### src/hw/rtl/uer_pkg.sv
// shared types and constants for the ultrasonic echo ranger
// no dependencies; used by the interfaces, uer_core and the top level
package uer_pkg;

  localparam int COUNTER_BITS_DEF = 16;
  localparam int SPEED_W          = 10;
  localparam int TRIG_W           = 8;
  localparam int TIMEOUT_W        = 16;
  localparam int DIST_W           = 25;
  localparam int CFG_IDX_W        = 2;
  localparam int CFG_DATA_W       = 16;

  localparam logic [SPEED_W-1:0]   SPEED_RST   = SPEED_W'(343);
  localparam logic [TRIG_W-1:0]    TRIG_RST    = TRIG_W'(10);
  localparam logic [TIMEOUT_W-1:0] TIMEOUT_RST = TIMEOUT_W'(30000);

  typedef enum logic [CFG_IDX_W-1:0] {
    CFG_SOUND_SPEED = 2'd0,
    CFG_TRIG_TICKS  = 2'd1,
    CFG_TIMEOUT     = 2'd2
  } cfg_idx_t;

  typedef enum logic [1:0] {
    PH_IDLE      = 2'd0,
    PH_TRIG      = 2'd1,
    PH_WAIT_RISE = 2'd2,
    PH_MEASURE   = 2'd3
  } phase_t;

  typedef struct packed {
    logic start_req;
    logic echo_level;
  } uer_in_t;

  typedef struct packed {
    logic              trigger_level;
    logic              busy_res;
    logic              done_res;
    logic              timed_out;
    logic [DIST_W-1:0] distance_um;
  } uer_out_t;

  typedef struct packed {
    logic [SPEED_W-1:0]   sound_speed_mps;
    logic [TRIG_W-1:0]    trigger_ticks;
    logic [TIMEOUT_W-1:0] timeout_ticks;
  } uer_cfg_t;

endpackage

### src/hw/rtl/uer_if.sv
// valid/ready stream interfaces for the ranger input and result words
// depends on uer_pkg
interface uer_in_if
  import uer_pkg::*;
  ();
  logic    valid;
  logic    ready;
  uer_in_t data;

  modport source (output valid, output data, input ready);
  modport sink (input valid, input data, output ready);
endinterface

interface uer_out_if
  import uer_pkg::*;
  ();
  logic     valid;
  logic     ready;
  uer_out_t data;

  modport source (output valid, output data, input ready);
  modport sink (input valid, input data, output ready);
endinterface

### src/hw/rtl/uer_core.sv
// measurement state machine, tick counters and distance scaling
// depends on uer_pkg; instantiated by ultrasonic_echo_ranger_unit
module uer_core
  import uer_pkg::*;
#(
  parameter int CounterBits = COUNTER_BITS_DEF
) (
  input  logic     clk,
  input  logic     rst_n,
  input  logic     adv,
  input  uer_in_t  in_word,
  input  uer_cfg_t cfg,
  output uer_out_t res
);

  localparam int CW = (CounterBits > TIMEOUT_W) ? CounterBits : TIMEOUT_W;
  localparam int PW = CounterBits + SPEED_W;
  localparam int HW = PW - 1;
  localparam int SW = (HW > DIST_W) ? HW : DIST_W;
  localparam logic [CounterBits-1:0] CNT_MAX = {CounterBits{1'b1}};
  localparam logic [SW-1:0] DIST_MAX = SW'({DIST_W{1'b1}});

  phase_t                  phase_r, phase_nxt;
  logic [TRIG_W-1:0]       trig_cnt_r, trig_cnt_nxt;
  logic [CounterBits-1:0]  elapsed_r, elapsed_nxt;
  logic [CounterBits-1:0]  width_r, width_nxt;
  logic                    last_echo_r;

  logic                    rising;
  logic [TRIG_W-1:0]       trig_cnt_inc;
  logic [CounterBits-1:0]  elapsed_inc;
  logic [CounterBits-1:0]  width_inc;
  logic                    expired;
  logic [PW-1:0]           product;
  logic [SW-1:0]           half_ext;
  logic [DIST_W-1:0]       dist_sat;

  assign rising       = in_word.echo_level && !last_echo_r;
  assign trig_cnt_inc = trig_cnt_r + TRIG_W'(1);
  assign elapsed_inc  = (elapsed_r == CNT_MAX) ? elapsed_r : elapsed_r + CounterBits'(1);
  assign width_inc    = (width_r == CNT_MAX) ? width_r : width_r + CounterBits'(1);
  assign expired      = (CW'(elapsed_inc) >= CW'(cfg.timeout_ticks)) ||
                        (elapsed_inc == CNT_MAX);

  assign product  = PW'(width_r) * PW'(cfg.sound_speed_mps);
  assign half_ext = SW'(product[PW-1:1]);
  assign dist_sat = (half_ext > DIST_MAX) ? {DIST_W{1'b1}} : half_ext[DIST_W-1:0];

  // next state
  always_comb begin
    phase_nxt    = phase_r;
    trig_cnt_nxt = trig_cnt_r;
    elapsed_nxt  = elapsed_r;
    width_nxt    = width_r;
    unique case (phase_r)
      PH_IDLE: begin
        if (in_word.start_req) begin
          trig_cnt_nxt = TRIG_W'(1);
          phase_nxt    = (TRIG_W'(1) >= cfg.trigger_ticks) ? PH_WAIT_RISE : PH_TRIG;
          elapsed_nxt  = '0;
          width_nxt    = '0;
        end
      end
      PH_TRIG: begin
        trig_cnt_nxt = trig_cnt_inc;
        if (trig_cnt_inc == '0 || trig_cnt_inc >= cfg.trigger_ticks) begin
          phase_nxt   = PH_WAIT_RISE;
          elapsed_nxt = '0;
        end
      end
      PH_WAIT_RISE: begin
        elapsed_nxt = elapsed_inc;
        if (expired) begin
          phase_nxt = PH_IDLE;
        end else if (rising) begin
          width_nxt = CounterBits'(1);
          phase_nxt = PH_MEASURE;
        end
      end
      PH_MEASURE: begin
        elapsed_nxt = elapsed_inc;
        if (!in_word.echo_level || expired) begin
          phase_nxt = PH_IDLE;
        end else begin
          width_nxt = width_inc;
        end
      end
      default: begin
        phase_nxt = PH_IDLE;
      end
    endcase
  end

  // result word
  always_comb begin
    res = '0;
    unique case (phase_r)
      PH_IDLE: begin
        res.trigger_level = in_word.start_req;
      end
      PH_TRIG: begin
        res.trigger_level = 1'b1;
      end
      PH_WAIT_RISE: begin
        res.timed_out = expired;
      end
      PH_MEASURE: begin
        res.done_res    = !in_word.echo_level;
        res.timed_out   = in_word.echo_level && expired;
        res.distance_um = in_word.echo_level ? '0 : dist_sat;
      end
      default: begin
        res = '0;
      end
    endcase
    res.busy_res = (phase_nxt != PH_IDLE);
  end

  always_ff @(posedge clk) begin
    if (!rst_n) begin
      phase_r     <= PH_IDLE;
      trig_cnt_r  <= '0;
      elapsed_r   <= '0;
      width_r     <= '0;
      last_echo_r <= 1'b0;
    end else if (adv) begin
      phase_r     <= phase_nxt;
      trig_cnt_r  <= trig_cnt_nxt;
      elapsed_r   <= elapsed_nxt;
      width_r     <= width_nxt;
      last_echo_r <= in_word.echo_level;
    end
  end

  a_done_goes_idle: assert property (@(posedge clk) disable iff (!rst_n)
    adv && res.done_res |=> phase_r == PH_IDLE)
    else $error("measurement finished but block not idle");

  a_done_from_measure: assert property (@(posedge clk) disable iff (!rst_n)
    res.done_res |-> phase_r == PH_MEASURE)
    else $error("done outside measurement");

  a_hold_when_stalled: assert property (@(posedge clk) disable iff (!rst_n)
    !adv |=> $stable(phase_r) && $stable(elapsed_r) && $stable(width_r))
    else $error("state moved without an accepted word");

  a_dist_with_done: assert property (@(posedge clk) disable iff (!rst_n)
    res.distance_um != '0 |-> res.done_res)
    else $error("distance without done");

  a_timeout_goes_idle: assert property (@(posedge clk) disable iff (!rst_n)
    adv && res.timed_out |=> phase_r == PH_IDLE && !$past(res.done_res))
    else $error("timeout did not end the measurement");

endmodule

### src/hw/rtl/ultrasonic_echo_ranger_unit.sv
// Ultrasonic echo pulse-width rangefinder, top level.
// depends on uer_pkg, uer_if and uer_core
//
// Usage:
//   in_chan carries one word per microsecond tick: start_req and the sampled
//   echo pin level. Every accepted input word yields exactly one result word
//   on out_chan: trigger pin level, busy, done, timeout and the distance in
//   micrometres (valid with done, zero otherwise).
//   cfg_we/cfg_idx/cfg_wdata write sound speed, trigger length and timeout;
//   write them only while no measurement is running.
// Latency and throughput:
//   one word per clock while out_chan is ready; the result of a word appears
//   on out_chan the cycle after it is accepted, from a single output register.
//   The distance is one width-by-speed multiply between state and that register.
// Reset:
//   synchronous, active low; the block goes idle, counters clear and the
//   config registers return to 343 m/s, 10 ticks and 30000 ticks.
// Stalls:
//   while a result waits with out_chan.ready low, in_chan.ready drops and
//   the state holds; ready returns in the cycle the result is taken.
module ultrasonic_echo_ranger_unit
  import uer_pkg::*;
#(
  parameter int CounterBits = COUNTER_BITS_DEF
) (
  input  logic                  clk,
  input  logic                  rst_n,
  uer_in_if.sink                in_chan,
  uer_out_if.source             out_chan,
  input  logic                  cfg_we,
  input  logic [CFG_IDX_W-1:0]  cfg_idx,
  input  logic [CFG_DATA_W-1:0] cfg_wdata
);

  uer_cfg_t cfg_r;
  uer_out_t core_res;
  uer_out_t out_word_r;
  logic     out_valid_r, out_valid_nxt;
  logic     adv;

  assign in_chan.ready = !out_valid_r || out_chan.ready;
  assign adv           = in_chan.valid && in_chan.ready;
  assign out_valid_nxt = adv ? 1'b1 : (out_chan.ready ? 1'b0 : out_valid_r);

  assign out_chan.valid = out_valid_r;
  assign out_chan.data  = out_word_r;

  uer_core #(
    .CounterBits(CounterBits)
  ) u_core (
    .clk     (clk),
    .rst_n   (rst_n),
    .adv     (adv),
    .in_word (in_chan.data),
    .cfg     (cfg_r),
    .res     (core_res)
  );

  always_ff @(posedge clk) begin
    if (!rst_n) begin
      cfg_r.sound_speed_mps <= SPEED_RST;
      cfg_r.trigger_ticks   <= TRIG_RST;
      cfg_r.timeout_ticks   <= TIMEOUT_RST;
    end else if (cfg_we) begin
      unique case (cfg_idx)
        CFG_SOUND_SPEED: cfg_r.sound_speed_mps <= cfg_wdata[SPEED_W-1:0];
        CFG_TRIG_TICKS:  cfg_r.trigger_ticks   <= cfg_wdata[TRIG_W-1:0];
        CFG_TIMEOUT:     cfg_r.timeout_ticks   <= cfg_wdata[TIMEOUT_W-1:0];
        default: begin
        end
      endcase
    end
  end

  always_ff @(posedge clk) begin
    if (!rst_n) begin
      out_valid_r <= 1'b0;
    end else begin
      out_valid_r <= out_valid_nxt;
    end
  end

  always_ff @(posedge clk) begin
    if (adv) begin
      out_word_r <= core_res;
    end
  end

endmodule
### src/flat_wrapper.sv
// flat-port wrapper written by rule: the top's interface ports become plain ports
module ultrasonic_echo_ranger_unit_flat import uer_pkg::*;
#(
  parameter int CounterBits = COUNTER_BITS_DEF
)
  (clk, rst_n, cfg_we, cfg_idx, cfg_wdata, in_chan_valid, in_chan_data, in_chan_ready, out_chan_valid, out_chan_data, out_chan_ready);
  uer_in_if in_chan_i ();
  uer_out_if out_chan_i ();
  input  logic clk;
  input  logic rst_n;
  input  logic cfg_we;
  input  logic [CFG_IDX_W-1:0] cfg_idx;
  input  logic [CFG_DATA_W-1:0] cfg_wdata;
  input wire logic [$bits(in_chan_i.valid)-1:0] in_chan_valid;
  input wire logic [$bits(in_chan_i.data)-1:0] in_chan_data;
  output wire logic [$bits(in_chan_i.ready)-1:0] in_chan_ready;
  output wire logic [$bits(out_chan_i.valid)-1:0] out_chan_valid;
  output wire logic [$bits(out_chan_i.data)-1:0] out_chan_data;
  input wire logic [$bits(out_chan_i.ready)-1:0] out_chan_ready;
  assign in_chan_i.valid = in_chan_valid;
  assign in_chan_i.data = in_chan_data;
  assign in_chan_ready = in_chan_i.ready;
  assign out_chan_valid = out_chan_i.valid;
  assign out_chan_data = out_chan_i.data;
  assign out_chan_i.ready = out_chan_ready;
  ultrasonic_echo_ranger_unit #(.CounterBits(CounterBits)) u_core (.clk(clk), .rst_n(rst_n), .in_chan(in_chan_i), .out_chan(out_chan_i), .cfg_we(cfg_we), .cfg_idx(cfg_idx), .cfg_wdata(cfg_wdata));
endmodule
### config.mk
export PLATFORM = sky130hd
export DESIGN_NAME = ultrasonic_echo_ranger_unit_flat
export DESIGN_NICKNAME = d
export VERILOG_FILES = /design/src/hw/rtl/uer_pkg.sv /design/src/hw/rtl/uer_if.sv /design/src/hw/rtl/uer_core.sv /design/src/hw/rtl/ultrasonic_echo_ranger_unit.sv /design/src/flat_wrapper.sv
export SDC_FILE = /design/constraint.sdc
export NUM_CORES = 1
export LEC_CHECK = 0
export ABC_AREA = 1
export BUFFER_PORTS_ARGS = -buffer_cell sky130_fd_sc_hd__buf_2
export CELL_PAD_IN_SITES_DETAIL_PLACEMENT = 0
export CELL_PAD_IN_SITES_GLOBAL_PLACEMENT = 1
export CORE_UTILIZATION = 40
export DETAILED_ROUTE_END_ITERATION = 6
export GPL_TIMING_DRIVEN = 0
export HOLD_SLACK_MARGIN = 0.02
export PLACE_DENSITY_LB_ADDON = 0.1
export SLEW_MARGIN = 10
export SYNTH_ARGS = -nofsm -noshare
export SYNTH_HDL_FRONTEND = slang
export SYNTH_SLANG_ARGS = --single-unit
### constraint.sdc
create_clock -name clk -period 5.1 [get_ports clk]
set_input_delay 0.255 -clock clk [delete_from_list [all_inputs] [get_ports clk]]
set_output_delay 0.255 -clock clk [all_outputs]
set_load 0.05 [all_outputs]
==> summary.txt <==
Status: completed
Routed Antenna Nets: 0
Number of buffers between clock root and the deepest sink: 2
Net count after synthesis: 1675
Layout Skew: 11.7 ps
Clock-pin slew reported for the worst setup and hold paths after clock tree synthesis: 80 ps
Shortest period the worst path allows: 4980 ps
Die area: 0.0279 mm^2
Async S/R FF share, synth: 0
Core Footprint: 0.0268 mm^2
Endpoint required time on the critical path: 5220 ps
Leftover overflow at the end of global routing: 0
Worst path setup slack after routing: 125 ps
Detailed-route via count: 9332
Number of core rows: 60
Placer's final routability congestion estimate: 0.879
Hold Path Class: in -> reg
Count of input and output buffers: 54
Setup TNS: 0 ps
Synth area leaders: fa_1 20%, dfxtp_1 14%, nand2_1 11%, inv_1 10%, ha_1 10%
Count of boundary I/O pins: 56
Number of pins exceeding their max-slew limit in the final report: 0
Detail-routed via count per cell: 4.92
Final setup viols: 0
Mapped Cells: 1452
Clock Latency Late Sink: 360 ps
Number of flip-flops and latches in the synthesized netlist: 107
Combined flip-flop and latch cell area: 0.00252 mm^2
Combined area of the multi-input logic cells: 0.00744 mm^2
Crit path launch type: flop
Most common cell after layout, fill and taps aside: nand2_1
Vias in the first global route: 9644
Worst Setup Path Type: reg -> reg
Sum of net half-perimeters after detailed placement: 22600 um
Inserted Diodes: 0
Chip Width: 167 um
Unrepaired setup endpoints after global routing: yes
1st-iter DRT viols: 423
DR DRC count: 0
Sinks on the clock net: 107
Max Clk Rate: 201 MHz
Top cell type's share of synthesized area: 0.202
Number of max-cap violations: 0
Yosys cell types: 46
Nets: 1772
Rel. slew slack: 0.398
TritonCTS Buffers: 9
Maximum fanout encountered on the critical timing path: 4
Filler Cell Count: 2733
Number of synthesis warnings: 0
Post-synthesis area per instance: 7.50 um^2
Total power per unit cell area: 147 mW/mm^2
Fraction of final layout cells sized beyond drive strength 1: 0.173
Area growth from synthesis to layout: 18.1%
Actual slew at the worst max-slew pin: 896 ps
First-pass iteration count of the detailed router: 5
Leakage power of the design: 6.54 nW
Proportion of synthesized chip area in sequential cells: 0.223
Detailed-route wire length: 29200 um
Final Hold Viols: 0
Final std cell area, no fill: 0.0129 mm^2
Pre-CTS setup slack: -911 ps
Worst Setup End Kind: flop
Clock Root Buffer: clkbuf_16
Antenna violations before repair: 0
EDFF count, synth: 29
Pin count of the biggest net entering global routing: 33
Global routing usage summed across all routing layers: 0.221
Worst IR Drop VDD: 0.164 mV
Prevailing post-synth register cell: dfxtp_1
Effective utilization at floorplan: 0.406
CTS H-tree lvls: 3
Chip height: 167 um
CTS tree: done
Routed WL per cell: 15.4 um
Crit share post-route: 0.976
Leading cell types in the layout, fill and taps excluded: 322 x nand2_1, 286 x inv_1, 110 x nor2_1, 104 x fa_1, 77 x ha_1
Standard cell area after detailed placement: 0.0116 mm^2
Biggest area consumer among synthesized cells: fa_1
Arrival time worst endpoint: 5090 ps
Netlist Area Pre-Place: 0.0109 mm^2
Utilization of the core after routing: 0.480
First-pass GRT wire length: 49200 um
## critical path: stages (launching register included)
cell and delay [ps]:
dfxtp_4 420, clkbuf_16 150, nand2_1 60, fa_1 530, inv_1 50, fa_1 460
fa_1 500, fa_1 550, inv_2 50, fa_1 530, inv_1 60, ha_4 290
nand2_2 90, o21a_1 210, o21ai_2 130, a21oi_2 70, o21ai_2 200, nand2_2 90
o311ai_4 80, nand2_1 90, nand2_1 70, nor2_2 50
## stage by stage
stage / total power [mW] / hold slack (ps) / std cells
2_1_floorplan: 1.11 / 381 / 1452
3_3_place_gp: 1.19 / 459 / 1847
3_5_place_dp: 1.19 / 476 / 1847
4_1_cts: 1.90 / 96.1 / 1861
5_1_grt: 1.97 / 105 / 1895
6_report: 1.89 / 110 / 1895
## worst paths after layout
| kind | start | end | slack, ps | cells after the start |
|---|---|---|---|---|
| worst min-delay path | cfg_wdata[12] | u_core.cfg_r[12]$_SDFFE_PN1P_ | 110 | 3 |
| worst min register to register | u_core.cfg_r[6]$_SDFFE_PN0P_ | u_core.cfg_r[6]$_SDFFE_PN0P_ | 490 | 2 |
| worst max register to register | u_core.cfg_r[27]$_SDFFE_PN0P_ | u_core.out_chan.data[23]$_SDFFCE_PP0P_ | 120 | 21 |
| worst max-delay path | u_core.cfg_r[27]$_SDFFE_PN0P_ | u_core.out_chan.data[23]$_SDFFCE_PP0P_ | 120 | 21 |
## cells by family (layout without fill, tap and decap cells)
family / count (synthesis) / after routing / synth area share
AND/OR/NAND/NOR: 564 / 564 / 0.220
buffers and inverters: 359 / 461 / 0.126
AO/OA/AOI/OAI: 200 / 200 / 0.107
adder cells (fa/ha/maj): 198 / 198 / 0.303
flip-flops: 107 / 107 / 0.223
XOR/XNOR: 24 / 24 / 0.0193
## metal layers
layer  vias up  part of all wire  wire length, um  global-route usage
met2       106              0.50            14700               0.394
met1      4498              0.46            13500               0.290
met4         0            0.0075              219              0.0354
met3        14             0.027              787              0.0271
met5         -                 0                0                   0
li1       4714                 -                -                   -
## synth_stat cells (9+ instances only)
master	instances
a21oi_2	11
nand2_2	12
nand2_1	333
inv_1	295
clkbuf_1	53
dfxtp_1	78
nand4_1	29
nor2_1	116
nor3_1	18
a21oi_1	87
edfxtp_1	29
fa_1	110
o21ai_0	50
a22oi_1	15
ha_1	88
xor2_1	18
nand3_1	35
o211ai_1	9
## power breakdown
| group | internal [mW] | switching [mW] | leakage, nW |
|---|---|---|---|
| Combinational | 0.0822 | 0.192 | 5.46 |
| Clock | 0.338 | 0.366 | 0.135 |
| Sequential | 0.892 | 0.0170 | 0.944 |
| Total | 1.31 | 0.575 | 6.54 |
## flip-flops by register name (all words and copies together) (netlist names)
| register | cells |
|---|---|
| u_core.out_chan.valid | 1 |
| u_core.cfg_r | 34 |
| u_core.u_core.elapsed_r | 16 |
| u_core.u_core.last_echo_r | 1 |
| u_core.u_core.width_r | 16 |
| u_core.u_core.trig_cnt_r | 8 |
| u_core.out_chan.data | 29 |
| u_core.u_core.phase_r | 2 |
## repair_timing
action                     4_1_cts  5_1_grt
setup endpoints to repair       16       12
gates cloned                     0        1
buffers inserted                 8       43
gates resized for setup        129       81
hold buffers                     0        0
pin swaps                       13       66
## final cells by class
cell class / instances / share of cell area
clock buffers: 11 / 0.0181
inverters: 299 / 0.0873
plain buffers: 40 / 0.0274
repair buffers: 106 / 0.0559
flip-flops and latches: 107 / 0.196
multi-input cells: 986 / 0.579
well taps: 341 / 0.0332
clock inverters: 5 / 0.00282
Note: power is estimated with default switching activity, not from simulation.
